--- src/rtl/saslprep_code_point_mapper_unit_macros.svh ---
// Assertion helpers shared by the mapper RTL
`ifndef SASLPREP_CODE_POINT_MAPPER_UNIT_MACROS_SVH
`define SASLPREP_CODE_POINT_MAPPER_UNIT_MACROS_SVH

`ifndef SYNTHESIS

// same-cycle implication
`define SCM_ASSERT_NOW(lbl, clk, rst, ante, cons) \
   lbl: assert property (@(posedge clk) disable iff (rst) (ante) |-> (cons)) \
      else $error("saslprep mapper: same-cycle check failed");

// next-cycle implication
`define SCM_ASSERT_NEXT(lbl, clk, rst, ante, cons) \
   lbl: assert property (@(posedge clk) disable iff (rst) (ante) |=> (cons)) \
      else $error("saslprep mapper: next-cycle check failed");

`else

`define SCM_ASSERT_NOW(lbl, clk, rst, ante, cons)
`define SCM_ASSERT_NEXT(lbl, clk, rst, ante, cons)

`endif

`endif

--- src/rtl/saslp_pkg.sv ---
package saslp_pkg;

   localparam int CP_W      = 21;
   localparam int BYTE_W    = 8;
   localparam int MAX_BYTES = 4;
   localparam int CNT_W     = 3;

   localparam logic [1:0] ESC_REMOVE = 2'd0;
   localparam logic [1:0] ESC_COMMA  = 2'd1;
   localparam logic [1:0] ESC_EQUALS = 2'd2;

   localparam logic [BYTE_W-1:0] CHR_SPACE  = 8'h20;
   localparam logic [BYTE_W-1:0] CHR_COMMA  = 8'h2C;
   localparam logic [BYTE_W-1:0] CHR_EQUALS = 8'h3D;
   localparam logic [BYTE_W-1:0] CHR_TWO    = 8'h32;
   localparam logic [BYTE_W-1:0] CHR_THREE  = 8'h33;
   localparam logic [BYTE_W-1:0] CHR_UPPER_C = 8'h43;
   localparam logic [BYTE_W-1:0] CHR_UPPER_D = 8'h44;

   localparam logic [CP_W-1:0] CP_LAST_VALID = 21'h10FFFF;

   localparam int DROP_RANGES = 21;

   localparam logic [CP_W-1:0] DROP_LO [DROP_RANGES] = '{
      21'h00000, 21'h0007F, 21'h00340, 21'h006DD, 21'h0070F, 21'h0180E,
      21'h0200C, 21'h02028, 21'h02060, 21'h0206A, 21'h02FF0, 21'h0D800,
      21'h0E000, 21'h0FDD0, 21'h0FEFF, 21'h0FFF9, 21'h1D173, 21'hE0001,
      21'hE0020, 21'hF0000, 21'h100000
   };

   localparam logic [CP_W-1:0] DROP_HI [DROP_RANGES] = '{
      21'h0001F, 21'h0009F, 21'h00341, 21'h006DD, 21'h0070F, 21'h0180E,
      21'h0200F, 21'h0202E, 21'h02063, 21'h0206F, 21'h02FFB, 21'h0DFFF,
      21'h0F8FF, 21'h0FDEF, 21'h0FEFF, 21'h0FFFF, 21'h1D17A, 21'hE0001,
      21'hE007F, 21'hFFFFD, 21'h10FFFD
   };

   // bytes in emission order, entry 0 first
   typedef struct packed {
      logic [MAX_BYTES-1:0][BYTE_W-1:0] bytes;
      logic [CNT_W-1:0]                 count;
   } class_type;

   typedef struct packed {
      logic             can_load;
      logic [CNT_W-1:0] remaining;
   } emit_status_type;

endpackage

--- src/rtl/saslp_classify.sv ---
module saslp_classify
   import saslp_pkg::*;
(
   input  logic [CP_W-1:0] code_point,
   input  logic [1:0]      escape_mode,
   output class_type       result
);

   logic printable;
   logic space_like;
   logic in_table;
   logic dropped;

   always_comb begin
      in_table = 1'b0;
      for (int i = 0; i < DROP_RANGES; i++) begin
         if (code_point >= DROP_LO[i] && code_point <= DROP_HI[i]) begin
            in_table = 1'b1;
         end
      end
   end

   assign printable  = (code_point >= 21'h00020) && (code_point < 21'h0007F);
   assign space_like = ((code_point >= 21'h02000) && (code_point <= 21'h0200B)) ||
                       (code_point == 21'h000A0) || (code_point == 21'h01680) ||
                       (code_point == 21'h0202F) || (code_point == 21'h0205F) ||
                       (code_point == 21'h03000);
   // plane noncharacters xFFFE/xFFFF
   assign dropped    = (code_point > CP_LAST_VALID) || (&code_point[15:1]) || in_table;

   always_comb begin
      result.bytes = '0;
      result.count = 3'd0;
      if (printable) begin
         if (code_point[7:0] == CHR_COMMA &&
             (escape_mode == ESC_COMMA || escape_mode == ESC_EQUALS)) begin
            result.bytes[0] = CHR_EQUALS;
            result.bytes[1] = CHR_TWO;
            result.bytes[2] = CHR_UPPER_C;
            result.count    = 3'd3;
         end else if (code_point[7:0] == CHR_EQUALS && escape_mode == ESC_EQUALS) begin
            result.bytes[0] = CHR_EQUALS;
            result.bytes[1] = CHR_THREE;
            result.bytes[2] = CHR_UPPER_D;
            result.count    = 3'd3;
         end else begin
            result.bytes[0] = code_point[7:0];
            result.count    = 3'd1;
         end
      end else if (space_like) begin
         result.bytes[0] = CHR_SPACE;
         result.count    = 3'd1;
      end else if (!dropped) begin
         if (code_point < 21'h00800) begin
            result.bytes[0] = {3'b110, code_point[10:6]};
            result.bytes[1] = {2'b10, code_point[5:0]};
            result.count    = 3'd2;
         end else if (code_point < 21'h10000) begin
            result.bytes[0] = {4'b1110, code_point[15:12]};
            result.bytes[1] = {2'b10, code_point[11:6]};
            result.bytes[2] = {2'b10, code_point[5:0]};
            result.count    = 3'd3;
         end else begin
            result.bytes[0] = {5'b11110, code_point[20:18]};
            result.bytes[1] = {2'b10, code_point[17:12]};
            result.bytes[2] = {2'b10, code_point[11:6]};
            result.bytes[3] = {2'b10, code_point[5:0]};
            result.count    = 3'd4;
         end
      end
   end

endmodule

--- src/rtl/saslp_emit.sv ---
module saslp_emit
   import saslp_pkg::*;
(
   input  logic              clock,
   input  logic              reset,
   input  logic              load_valid,
   input  class_type         load_data,
   output emit_status_type   status,
   output logic              rsp_strobe,
   output logic [BYTE_W-1:0] rsp_out_byte,
   output logic              rsp_last_byte
);

   logic [MAX_BYTES-1:0][BYTE_W-1:0] buf_ff, buf_in;
   logic [CNT_W-1:0]                 rem_ff, rem_in;
   logic                             strobe_ff, strobe_in;
   logic [BYTE_W-1:0]                byte_ff, byte_in;
   logic                             last_ff, last_in;
   logic                             can_load;

   // free now when idle or when the last byte is being registered out this cycle
   assign can_load = (rem_ff <= 3'd1);

   always_comb begin
      strobe_in = (rem_ff != 3'd0);
      byte_in   = buf_ff[0];
      last_in   = (rem_ff == 3'd1);
      buf_in    = {{BYTE_W{1'b0}}, buf_ff[MAX_BYTES-1:1]};
      rem_in    = (rem_ff != 3'd0) ? rem_ff - 3'd1 : 3'd0;
      if (load_valid && can_load) begin
         buf_in = load_data.bytes;
         rem_in = load_data.count;
      end
   end

   always_ff @(posedge clock) begin
      if (reset) begin
         rem_ff    <= 3'd0;
         strobe_ff <= 1'b0;
      end else begin
         rem_ff    <= rem_in;
         strobe_ff <= strobe_in;
      end
      buf_ff  <= buf_in;
      byte_ff <= byte_in;
      last_ff <= last_in;
   end

   assign status.can_load  = can_load;
   assign status.remaining = rem_ff;
   assign rsp_strobe       = strobe_ff;
   assign rsp_out_byte     = byte_ff;
   assign rsp_last_byte    = last_ff;

endmodule

--- src/rtl/saslprep_code_point_mapper_unit.sv ---
// Path: a taken start is registered in the input stage, loaded into the serialiser
// buffer, then each byte is registered onto rsp_*. Throughput: one code point per
// cycle when it maps to zero or one byte; a longer item (up to four bytes) holds the
// serialiser and can hold busy high while a following item waits in the input stage.
// Reset: synchronous, active high; clears the pipeline and sets escape_mode to 0.
// The receiver cannot stall: each byte is shown for exactly one cycle.
`include "saslprep_code_point_mapper_unit_macros.svh"

module saslprep_code_point_mapper_unit
   import saslp_pkg::*;
(
   input  logic              clock,
   input  logic              reset,
   input  logic              start,
   output logic              busy,
   input  logic [CP_W-1:0]   req_code_point,
   output logic              rsp_strobe,
   output logic [BYTE_W-1:0] rsp_out_byte,
   output logic              rsp_last_byte,
   input  logic              csr_valid,
   output logic              csr_ready,
   input  logic [1:0]        csr_escape_mode
);

   logic [CP_W-1:0] cp_ff, cp_in;
   logic            in_valid_ff, in_valid_in;
   logic [1:0]      mode_ff, mode_in;
   logic            accept;
   class_type       cls;
   emit_status_type emit_status;

   assign csr_ready = 1'b1;
   assign busy      = in_valid_ff && !emit_status.can_load;
   assign accept    = start && !busy;

   always_comb begin
      cp_in       = accept ? req_code_point : cp_ff;
      in_valid_in = accept || (in_valid_ff && !emit_status.can_load);
      mode_in     = (csr_valid && csr_ready) ? csr_escape_mode : mode_ff;
   end

   always_ff @(posedge clock) begin
      if (reset) begin
         in_valid_ff <= 1'b0;
         mode_ff     <= ESC_REMOVE;
      end else begin
         in_valid_ff <= in_valid_in;
         mode_ff     <= mode_in;
      end
      cp_ff <= cp_in;
   end

   saslp_classify u_classify (
      .code_point  (cp_ff),
      .escape_mode (mode_ff),
      .result      (cls)
   );

   saslp_emit u_emit (
      .clock         (clock),
      .reset         (reset),
      .load_valid    (in_valid_ff),
      .load_data     (cls),
      .status        (emit_status),
      .rsp_strobe    (rsp_strobe),
      .rsp_out_byte  (rsp_out_byte),
      .rsp_last_byte (rsp_last_byte)
   );

   // a taken transaction always lands in the input stage
   `SCM_ASSERT_NEXT(a_accept_held, clock, reset, accept, in_valid_ff)
   // multi-byte sequences are emitted without gaps
   `SCM_ASSERT_NEXT(a_no_gap, clock, reset, rsp_strobe && !rsp_last_byte, rsp_strobe)
   // bytes still queued in the serialiser come out next cycle
   `SCM_ASSERT_NEXT(a_queue_drains, clock, reset, emit_status.remaining != 3'd0, rsp_strobe)
   // busy only while the serialiser cannot take the staged item
   `SCM_ASSERT_NOW(a_busy_cause, clock, reset, busy, emit_status.remaining > 3'd1)

endmodule
--- config.mk ---
export PLATFORM = sky130hd
export DESIGN_NAME = saslprep_code_point_mapper_unit
export DESIGN_NICKNAME = d
export VERILOG_FILES = /design/src/rtl/saslp_pkg.sv /design/src/rtl/saslp_classify.sv /design/src/rtl/saslp_emit.sv /design/src/rtl/saslprep_code_point_mapper_unit.sv
export VERILOG_INCLUDE_DIRS = /design/src /design/src/rtl
export SDC_FILE = /design/constraint.sdc
export NUM_CORES = 1
export LEC_CHECK = 0
export BUFFER_PORTS_ARGS = -buffer_cell sky130_fd_sc_hd__buf_2
export CAP_MARGIN = 20
export CORE_MARGIN = 4
export CORE_UTILIZATION = 50
export CTS_BUF_LIST = sky130_fd_sc_hd__clkbuf_8 sky130_fd_sc_hd__clkbuf_16
export DETAILED_ROUTE_END_ITERATION = 12
export HOLD_SLACK_MARGIN = 0.12
export PLACE_DENSITY = 0.73
export SYNTH_ARGS = -nofsm -noshare
export SYNTH_HDL_FRONTEND = slang
export SYNTH_SLANG_ARGS = --single-unit
export TNS_END_PERCENT = 1
--- constraint.sdc ---
create_clock -name clock -period 4.2 [get_ports clock]
set_input_delay 0.84 -clock clock [delete_from_list [all_inputs] [get_ports clock]]
set_output_delay 0.84 -clock clock [all_outputs]
set_load 0.01 [all_outputs]
==> results of run 1 <==
flip-flops by register name, summed over array words and instances, names as in the netlist:
| register | flops |
|---|---|
| in_valid_ff | 1 |
| u_emit.rsp_strobe | 1 |
| cp_ff | 21 |
| mode_ff | 2 |
| u_emit.rsp_out_byte | 8 |
| u_emit.rsp_last_byte | 1 |
| u_emit.byte_in | 8 |
| u_emit.buf_ff | 23 |
| u_emit.rem_ff | 3 |
layout by cell type (no fill, tap or decap), drive strengths merged, types with 3 or more instances in the layout:
master,instances
nor2b,5
or3,4
ha,3
and4,7
nand2,44
and3,7
o31ai,3
inv,14
clkbuf,9
a22oi,4
edfxtp,21
nor3,22
nor4,14
buf,46
nor4b,4
a221oi,6
nand4,13
nand2b,5
dfxtp,47
o21ai,21
a21oi,20
o211ai,7
mux2i,3
nor2,42
nand3b,3
nand3,11
a31oi,3
or4,6
a41oi,3
or2,3
and2,4
o2111ai,3
final cells by class:
| type | instances | area (µm²) |
|---|---|---|
| fill | 628 | 2875 |
| sequential | 68 | 1572 |
| clock inverter | 7 | 81.33 |
| clock buffer | 9 | 123.9 |
| timing repair buffer | 46 | 252.7 |
| tap | 96 | 120.1 |
| inverter | 9 | 33.78 |
| multi-input combinational | 295 | 1773 |
critical path, delay by kind of cell, from the launching register on:
family	cells	cell delay, ns
buffers and inverters	1	0.27
AND/OR/NAND/NOR	3	0.91
AO/OA/AOI/OAI	4	1.20
flip-flops	1	0.79
metal layers:
metal	track usage	part of all wire	vias up
li1	-	-	1566
met4	0.1423	0.050	0
met1	0.3378	0.40	1604
met5	0	0	-
met2	0.4260	0.46	226
met3	0.06011	0.089	62
report_power, final:
group	leakage [nW]	switching (mW)	internal, mW	total (mW)
Combinational	0.775	0.0994	0.0620	0.161
Clock	0.103	0.290	0.285	0.575
Sequential	0.591	0.0479	0.725	0.773
Total	1.47	0.437	1.07	1.51
worst max path at each step:
stage                        start                           end  depth (start not counted)
6_report        cp_ff[4]$_DFFE_PP_     u_emit.buf_ff[10]$_DFF_P_                          8
2_1_floorplan  cp_ff[16]$_DFFE_PP_   u_emit.rem_ff[1]$_SDFF_PP0_                          9
3_5_place_dp   cp_ff[16]$_DFFE_PP_   u_emit.rem_ff[2]$_SDFF_PP0_                          7
4_1_cts         cp_ff[5]$_DFFE_PP_  u_emit.buf_ff[24]$_SDFF_PP0_                          7
5_1_grt        cp_ff[16]$_DFFE_PP_     u_emit.buf_ff[10]$_DFF_P_                          8
3_3_place_gp   cp_ff[16]$_DFFE_PP_   u_emit.rem_ff[1]$_SDFF_PP0_                          7
cell families after synthesis:
logic type | count (synthesis) | synth area share
AOI/OAI and AO/OA | 86 | 0.1694
adders and majority gates | 3 | 0.01056
buffers and inverters | 49 | 0.05951
DFF | 68 | 0.4423
muxes | 3 | 0.008451
other | 1 | 0.001055
and+or+nand+nor | 202 | 0.3088
==> metrics.csv, run 1 <==
metric;value;unit
status;complete, no violations;
clock_latency;0.36;ns
post-route-min-period;3.250;ns
cts_setup_buffers;0;
cts_buffers;9;
final_core_util;0.5791;
setup_slack;0.9501;ns
rsz0062_at_grt;false;
coreArea;0.006832;mm²
regToRegStartpoint;cp_ff[4]$_DFFE_PP_;
wl;11230;µm
finClkSkew;0.01306;ns
postCtsHoldBufs;0;
dp_slack;1.128;ns
slew_violations;0;
worst_ep_required_time;4.47;ns
clock-sinks;68;
hpwl;7582;µm
start_util;0.5201;
dr.pass1.iters;6;
placed_cell_area;0.003751;mm²
gp_congestion;1.095;
drive_above_1_share;0.1774;
final_cells;530;
slowest_stage;edfxtp_1;
synth_commonest_cells;47 x dfxtp_1, 44 x nand2_1, 42 x nor2_1;
vias;3458;
vias_per_cell;6.525;
grt_pass1_vias;3208;
tightest_slew;0.9767;ns
antenna_cells;0;
ir_worst_vdd;0.2005;mV
hold_class;reg2reg;
synth_top_area_cell;dfxtp_1;
max_cap_violations;0;
die_w;92.30;µm
synth_nets;442;
min_from;u_emit.byte_in[2]$_DFF_P_;
ant_nets;0;
synth_top_area_frac;0.2648;
drtIter0Drc;563;
cts_tree;done;
cp.arrival;3.52;ns
final-hold-violation-count;0;
synth_seq_cells;68;
fin_crit_sh;0.7738;
ctsResizeCount;0;
p_leak;1.469;nW
synth_warnings;0;
synth_flop_cell;dfxtp_1;
layout.nets;459;
p_per_area;381.3;mW/mm²
r2r-end;u_emit.buf_ff[10]$_DFF_P_;
crit_type;reg2reg;
root_buffer;clkbuf_8;
worstHoldPathCells;0;
crit_chain;nand2_1, or2_2, a31oi_1, o211ai_1, a2111oi_0, nand4_1, buf_4, o31ai_1;
yosysSeqAreaShare;0.4423;
portBuffers;37;
synth_edf_count;21;
grt_pass1_wl;17470;µm
grt_max_degree;31;
die_area;0.008519;mm²
holdPathEnd;u_emit.rsp_out_byte[2]$_DFF_P_;
hold_slack;0.3235;ns
max_stage_delay;0.79;ns
wl_per_cell;21.18;µm
synth_cells;412;
startpoint_type;flop;
design_area;0.003956;mm²
setup_violations;0;
avgSynthCellArea;8.625;µm²
area.growth.synth_to_final;11.34;%
synthMostInstantiatedCell;dfxtp_1;
drcViolationCount;0;
cp-end-kind;flop;
rows;30;
synth_area_leaders;dfxtp_1 26%, edfxtp_1 18%, nand2_1 4.6%;
fp.dieH;92.30;µm
rr_worst_depth;8;
grt_overflow;0;
synthArstFlopShare;0;
total_power;1.509;mW
htree_levels;3;
dp_cells;514;
r2r_setup_slack;0.95;ns
io-pin-count;39;
synthDistinctLibCells;59;
antenna_found_initial;0;
clock_path_buffers;2;
grt.total_usage;0.2676;
tns;0;ns
fmax;307.7;MHz
critPathMaxFanout;21;
cts.clk_slew.worst_paths;0.08;ns
synth_area;0.003553;mm²
maxSlewHeadroom;0.3459;
No activity file was read; power rests on OpenSTA's default activity.
==> run 2, diff against run 1 <==
Clock period 4.2 ns to 3.2 ns, I/O delays scaled along.
==> metrics.csv, run 2 (synthesis results as in run 1) <==
metric;value;unit
cts_setup_buffers;0;
area.growth.synth_to_final;16.02;%
slew_violations;0;
p_per_area;476.5;mW/mm²
htree_levels;3;
fp.dieH;92.30;µm
largest_reg_flops;23;
top_regs;u_emit.buf_ff x23, cp_ff x21;
regMostFlops;u_emit.buf_ff;
setup_slack;0.1397;ns
wl_per_cell;19.50;µm
total_power;1.964;mW
wl;10740;µm
antenna_cells;0;
tightest_slew;0.9689;ns
mostFrequentLayoutCells;47 x dfxtp_1, 44 x nand2_1, 42 x nor2_1, 37 x buf_2, 29 x buf_4;
grt_overflow;0;
grt.total_usage;0.2594;
die_area;0.008519;mm²
start_util;0.5201;
fill_cells;606;
clock_path_buffers;2;
met3_usage;0.04793;
met1_usage;0.3369;
portBuffers;37;
root_buffer;clkbuf_8;
ant_nets;0;
status;complete, no violations;
die_w;92.30;µm
worstHoldPathCells;0;
critPathMaxFanout;11;
rows;30;
max_cap_violations;0;
layout.nets;480;
cts.clk_slew.worst_paths;0.08;ns
busiest_layer;met2;
antenna_found_initial;0;
cts_tree;done;
fin_crit_sh;0.9564;
dp_slack;0.1580;ns
vias_per_cell;6.261;
post-route-min-period;3.060;ns
postCtsHoldBufs;0;
final-hold-violation-count;0;
cts_buffers;9;
p_leak;1.576;nW
ir_worst_vdd;0.2084;mV
hold_slack;0.3305;ns
startpoint_type;flop;
cp.arrival;3.31;ns
placed_cell_area;0.003921;mm²
clock-sinks;68;
setup_violations;0;
grt_max_degree;31;
crit_type;reg2reg;
fmax;326.8;MHz
tns;0;ns
grt_pass1_wl;17110;µm
grt_pass1_vias;3238;
clock_latency;0.36;ns
cp-end-kind;flop;
maxSlewHeadroom;0.3512;
hpwl;7819;µm
io-pin-count;39;
vias;3450;
drive_above_1_share;0.2176;
rr_worst_depth;7;
layout_commonest_cell;dfxtp_1;
design_area;0.004123;mm²
drtIter0Drc;431;
drcViolationCount;0;
worst_ep_required_time;3.45;ns
coreArea;0.006832;mm²
rsz0062_at_grt;false;
gp_congestion;1.029;
finClkSkew;0.007158;ns
hold_class;reg2reg;
dr.pass1.iters;6;
use_met2;0.4115;
-- run 2: cell types whose count changed in the layout (fill, tap and decap cells not counted), sizes merged --
| cell | before | now |
|---|---|---|
| clkinv | 0 | 2 |
| inv | 14 | 12 |
| buf | 46 | 67 |
-- run 2: timing repair --
item                                    4_1_cts  5_1_grt
resized for setup                             0        2
endpoints found under the hold margin         0        0
endpoints found under the setup margin        0       29
-- run 2: final timing paths --
path	start	endpoint	slack [ns]
max reg2reg	cp_ff[16]$_DFFE_PP_	u_emit.rem_ff[2]$_SDFF_PP0_	0.14
max	cp_ff[16]$_DFFE_PP_	u_emit.rem_ff[2]$_SDFF_PP0_	0.14
min reg2reg	u_emit.byte_in[1]$_DFF_P_	u_emit.rsp_out_byte[1]$_DFF_P_	0.33
min	u_emit.byte_in[1]$_DFF_P_	u_emit.rsp_out_byte[1]$_DFF_P_	0.33
-- run 2: metal layers --
metal | vias up | share of wire
li1 | 1611 | -
met1 | 1563 | 0.41
met4 | 0 | 0.051
met5 | - | 0
met2 | 219 | 0.45
met3 | 57 | 0.089
-- run 2: stage by stage --
| step | utilization | cells |
|---|---|---|
| 3_3_place_gp | 0.5740 | 535 |
| 3_5_place_dp | 0.5740 | 535 |
| 5_1_grt | 0.6035 | 551 |
| 4_1_cts | 0.6026 | 551 |
| 6_report | 0.6035 | 551 |
| 2_1_floorplan | - | 412 |
-- run 2: area by class of cell --
class	instances	area, µm²	area share
Clock buffer	9	123.9	0.03005
Clock inverter	7	71.32	0.01730
Inverter	9	33.78	0.008194
Multi-Input combinational cell	295	1779	0.4316
Sequential cell	68	1572	0.3812
Tap cell	96	120.1	0.02914
Timing Repair Buffer	67	422.9	0.1026
-- run 2: worst max-delay path, cell delays in order (launching register included) --
cell       delay (ns)
edfxtp_1         0.51
or4_1            0.70
nor3_2           0.41
nand3_1          0.15
a2111oi_2        0.48
a2111oi_2        0.12
and2_1           0.31
a32o_1           0.27
-- run 2: power by group --
| group | switching (mW) | leakage [nW] | internal [mW] |
|---|---|---|---|
| Clock | 0.365 | 0.100 | 0.363 |
| Sequential | 0.0420 | 0.591 | 0.951 |
| Combinational | 0.148 | 0.884 | 0.0944 |
==> run 3, diff against run 2 <==
Settings changed: BUFFER_PORTS_ARGS -buffer_cell sky130_fd_sc_hd__buf_2 to not set, DONT_BUFFER_PORTS set to 1, PLACE_DENSITY 0.73 to 0.68, RECOVER_POWER set to 50.
==> metrics.csv, run 3 (synthesis results as in run 1) <==
metric;value;unit
p_clk_frac;0.386;
vias;3328;
p_sw_frac;0.2707;
htree_levels;3;
hold_class;reg2reg;
setup_slack;0.1670;ns
setup_violations;0;
holdPathEnd;u_emit.rsp_out_byte[3]$_DFF_P_;
p_sw;534.4;µW
rows;30;
clock_path_buffers;2;
drive_above_1_share;0.1429;
gp_congestion;0.9857;
status;complete, no violations;
max_stage_delay;0.57;ns
clock-sinks;68;
start_util;0.5201;
tns;0;ns
grt.total_usage;0.2669;
tightest_slew;0.9653;ns
hpwl;7733;µm
antenna_found_initial;0;
p_leak;1.425;nW
clock_latency;0.34;ns
ant_nets;0;
ir_worst_vdd;0.4407;mV
top_regs;u_emit.buf_ff x23, cp_ff x21;
regToRegStartpoint;cp_ff[16]$_DFFE_PP_;
rsz0062_at_grt;false;
dp_cells;499;
dr.pass1.iters;5;
r2r_setup_slack;0.17;ns
area.growth.synth_to_final;11.41;%
drcViolationCount;0;
dp_slack;0.2231;ns
cts.clk_slew.worst_paths;0.08;ns
cp.arrival;3.27;ns
post-route-min-period;3.033;ns
p_per_area;498.7;mW/mm²
min_from;u_emit.byte_in[3]$_DFF_P_;
grt_overflow;0;
ctsResizeCount;0;
critPathMaxFanout;11;
antenna_cells;0;
die_w;92.30;µm
fin_crit_sh;0.9478;
coreArea;0.006832;mm²
p_comb_frac;0.108;
final_cells;516;
cts_buffers;9;
postCtsHoldBufs;0;
fill_cells;643;
slowest_stage;or4_1;
finClkSkew;0.007779;ns
die_area;0.008519;mm²
seqPwrFrac;0.506;
regMostFlops;u_emit.buf_ff;
fp.dieH;92.30;µm
final-hold-violation-count;0;
largest_reg_flops;23;
final_core_util;0.5795;
wl_per_cell;20.81;µm
layout.nets;445;
root_buffer;clkbuf_8;
max_cap_violations;0;
fmax;329.7;MHz
io-pin-count;39;
cp_top_family;simple AND/OR/NAND/NOR gates;
r2r-end;u_emit.rem_ff[1]$_SDFF_PP0_;
vias_per_cell;6.450;
rr_worst_depth;8;
worst-path-buf-inv;1;
grt_pass1_wl;17520;µm
mostFrequentLayoutCells;47 x dfxtp_1, 44 x nand2_1, 42 x nor2_1, 29 x buf_4, 21 x edfxtp_1;
cp-end-kind;flop;
crit_type;reg2reg;
grt_pass1_vias;3141;
cts_tree;done;
wl;10740;µm
cts_setup_buffers;0;
layout_commonest_cell;dfxtp_1;
startpoint_type;flop;
critPathLaunch;cp_ff[16]$_DFFE_PP_;
portBuffers;0;
intPower;1.440;mW
drtIter0Drc;425;
maxSlewHeadroom;0.3565;
worstHoldPathCells;0;
worst_ep_required_time;3.44;ns
slew_violations;0;
crit_chain;or4_1, buf_4, nor3_2, nand3_1, a2111oi_2, a2111oi_0, and2_1, a32o_1;
grt_max_degree;24;
-- run 3: power by group through the flow --
stage / clock, mW / sequential [mW] / combinational (mW)
2_1_floorplan: 0 / 0.996 / 0.157
3_3_place_gp: 0 / 1.02 / 0.211
3_5_place_dp: 0 / 1.02 / 0.209
4_1_cts: 0.773 / 0.998 / 0.210
6_report: 0.763 / 0.998 / 0.213
5_1_grt: 0.819 / 1.00 / 0.233
-- run 3: worst max-delay path by stage --
stage / slack [ns] / end / cells past startpoint
2_1_floorplan: 0.70 / u_emit.rem_ff[1]$_SDFF_PP0_ / 9
3_3_place_gp: 0.21 / u_emit.rem_ff[1]$_SDFF_PP0_ / 8
3_5_place_dp: 0.22 / u_emit.rem_ff[1]$_SDFF_PP0_ / 8
4_1_cts: 0.21 / u_emit.rem_ff[1]$_SDFF_PP0_ / 8
5_1_grt: 0.08 / u_emit.rem_ff[1]$_SDFF_PP0_ / 8
6_report: 0.17 / u_emit.rem_ff[1]$_SDFF_PP0_ / 8
-- run 3: cell type report --
class | instances | area [µm²] | area share
multi-input cells | 295 | 1770 | 0.4472
flip-flops and latches | 68 | 1572 | 0.3970
repair buffers | 32 | 245.2 | 0.06195
clock buffers | 10 | 148.9 | 0.03761
well taps | 96 | 120.1 | 0.03034
clock inverters | 6 | 68.82 | 0.01738
inverters | 9 | 33.78 | 0.008533
-- run 3: through the flow --
| step | hold slack, ns | power, mW | instance area [µm²] |
|---|---|---|---|
| finish | 0.3259 | 1.974 | 3959 |
| global route | 0.3423 | 2.058 | 3959 |
| CTS | 0.3298 | 1.981 | 3961 |
| detailed placement | 0.3138 | 1.226 | 3744 |
| global placement | 0.3103 | 1.228 | 3744 |
| floorplan | 0.3096 | 1.154 | 3553 |
-- run 3: metal layers --
metal,global-route usage,routed length (µm)
met1,0.3941,4878
met2,0.3770,4653
met3,0.05768,881
met4,0.1052,326
met5,0,0
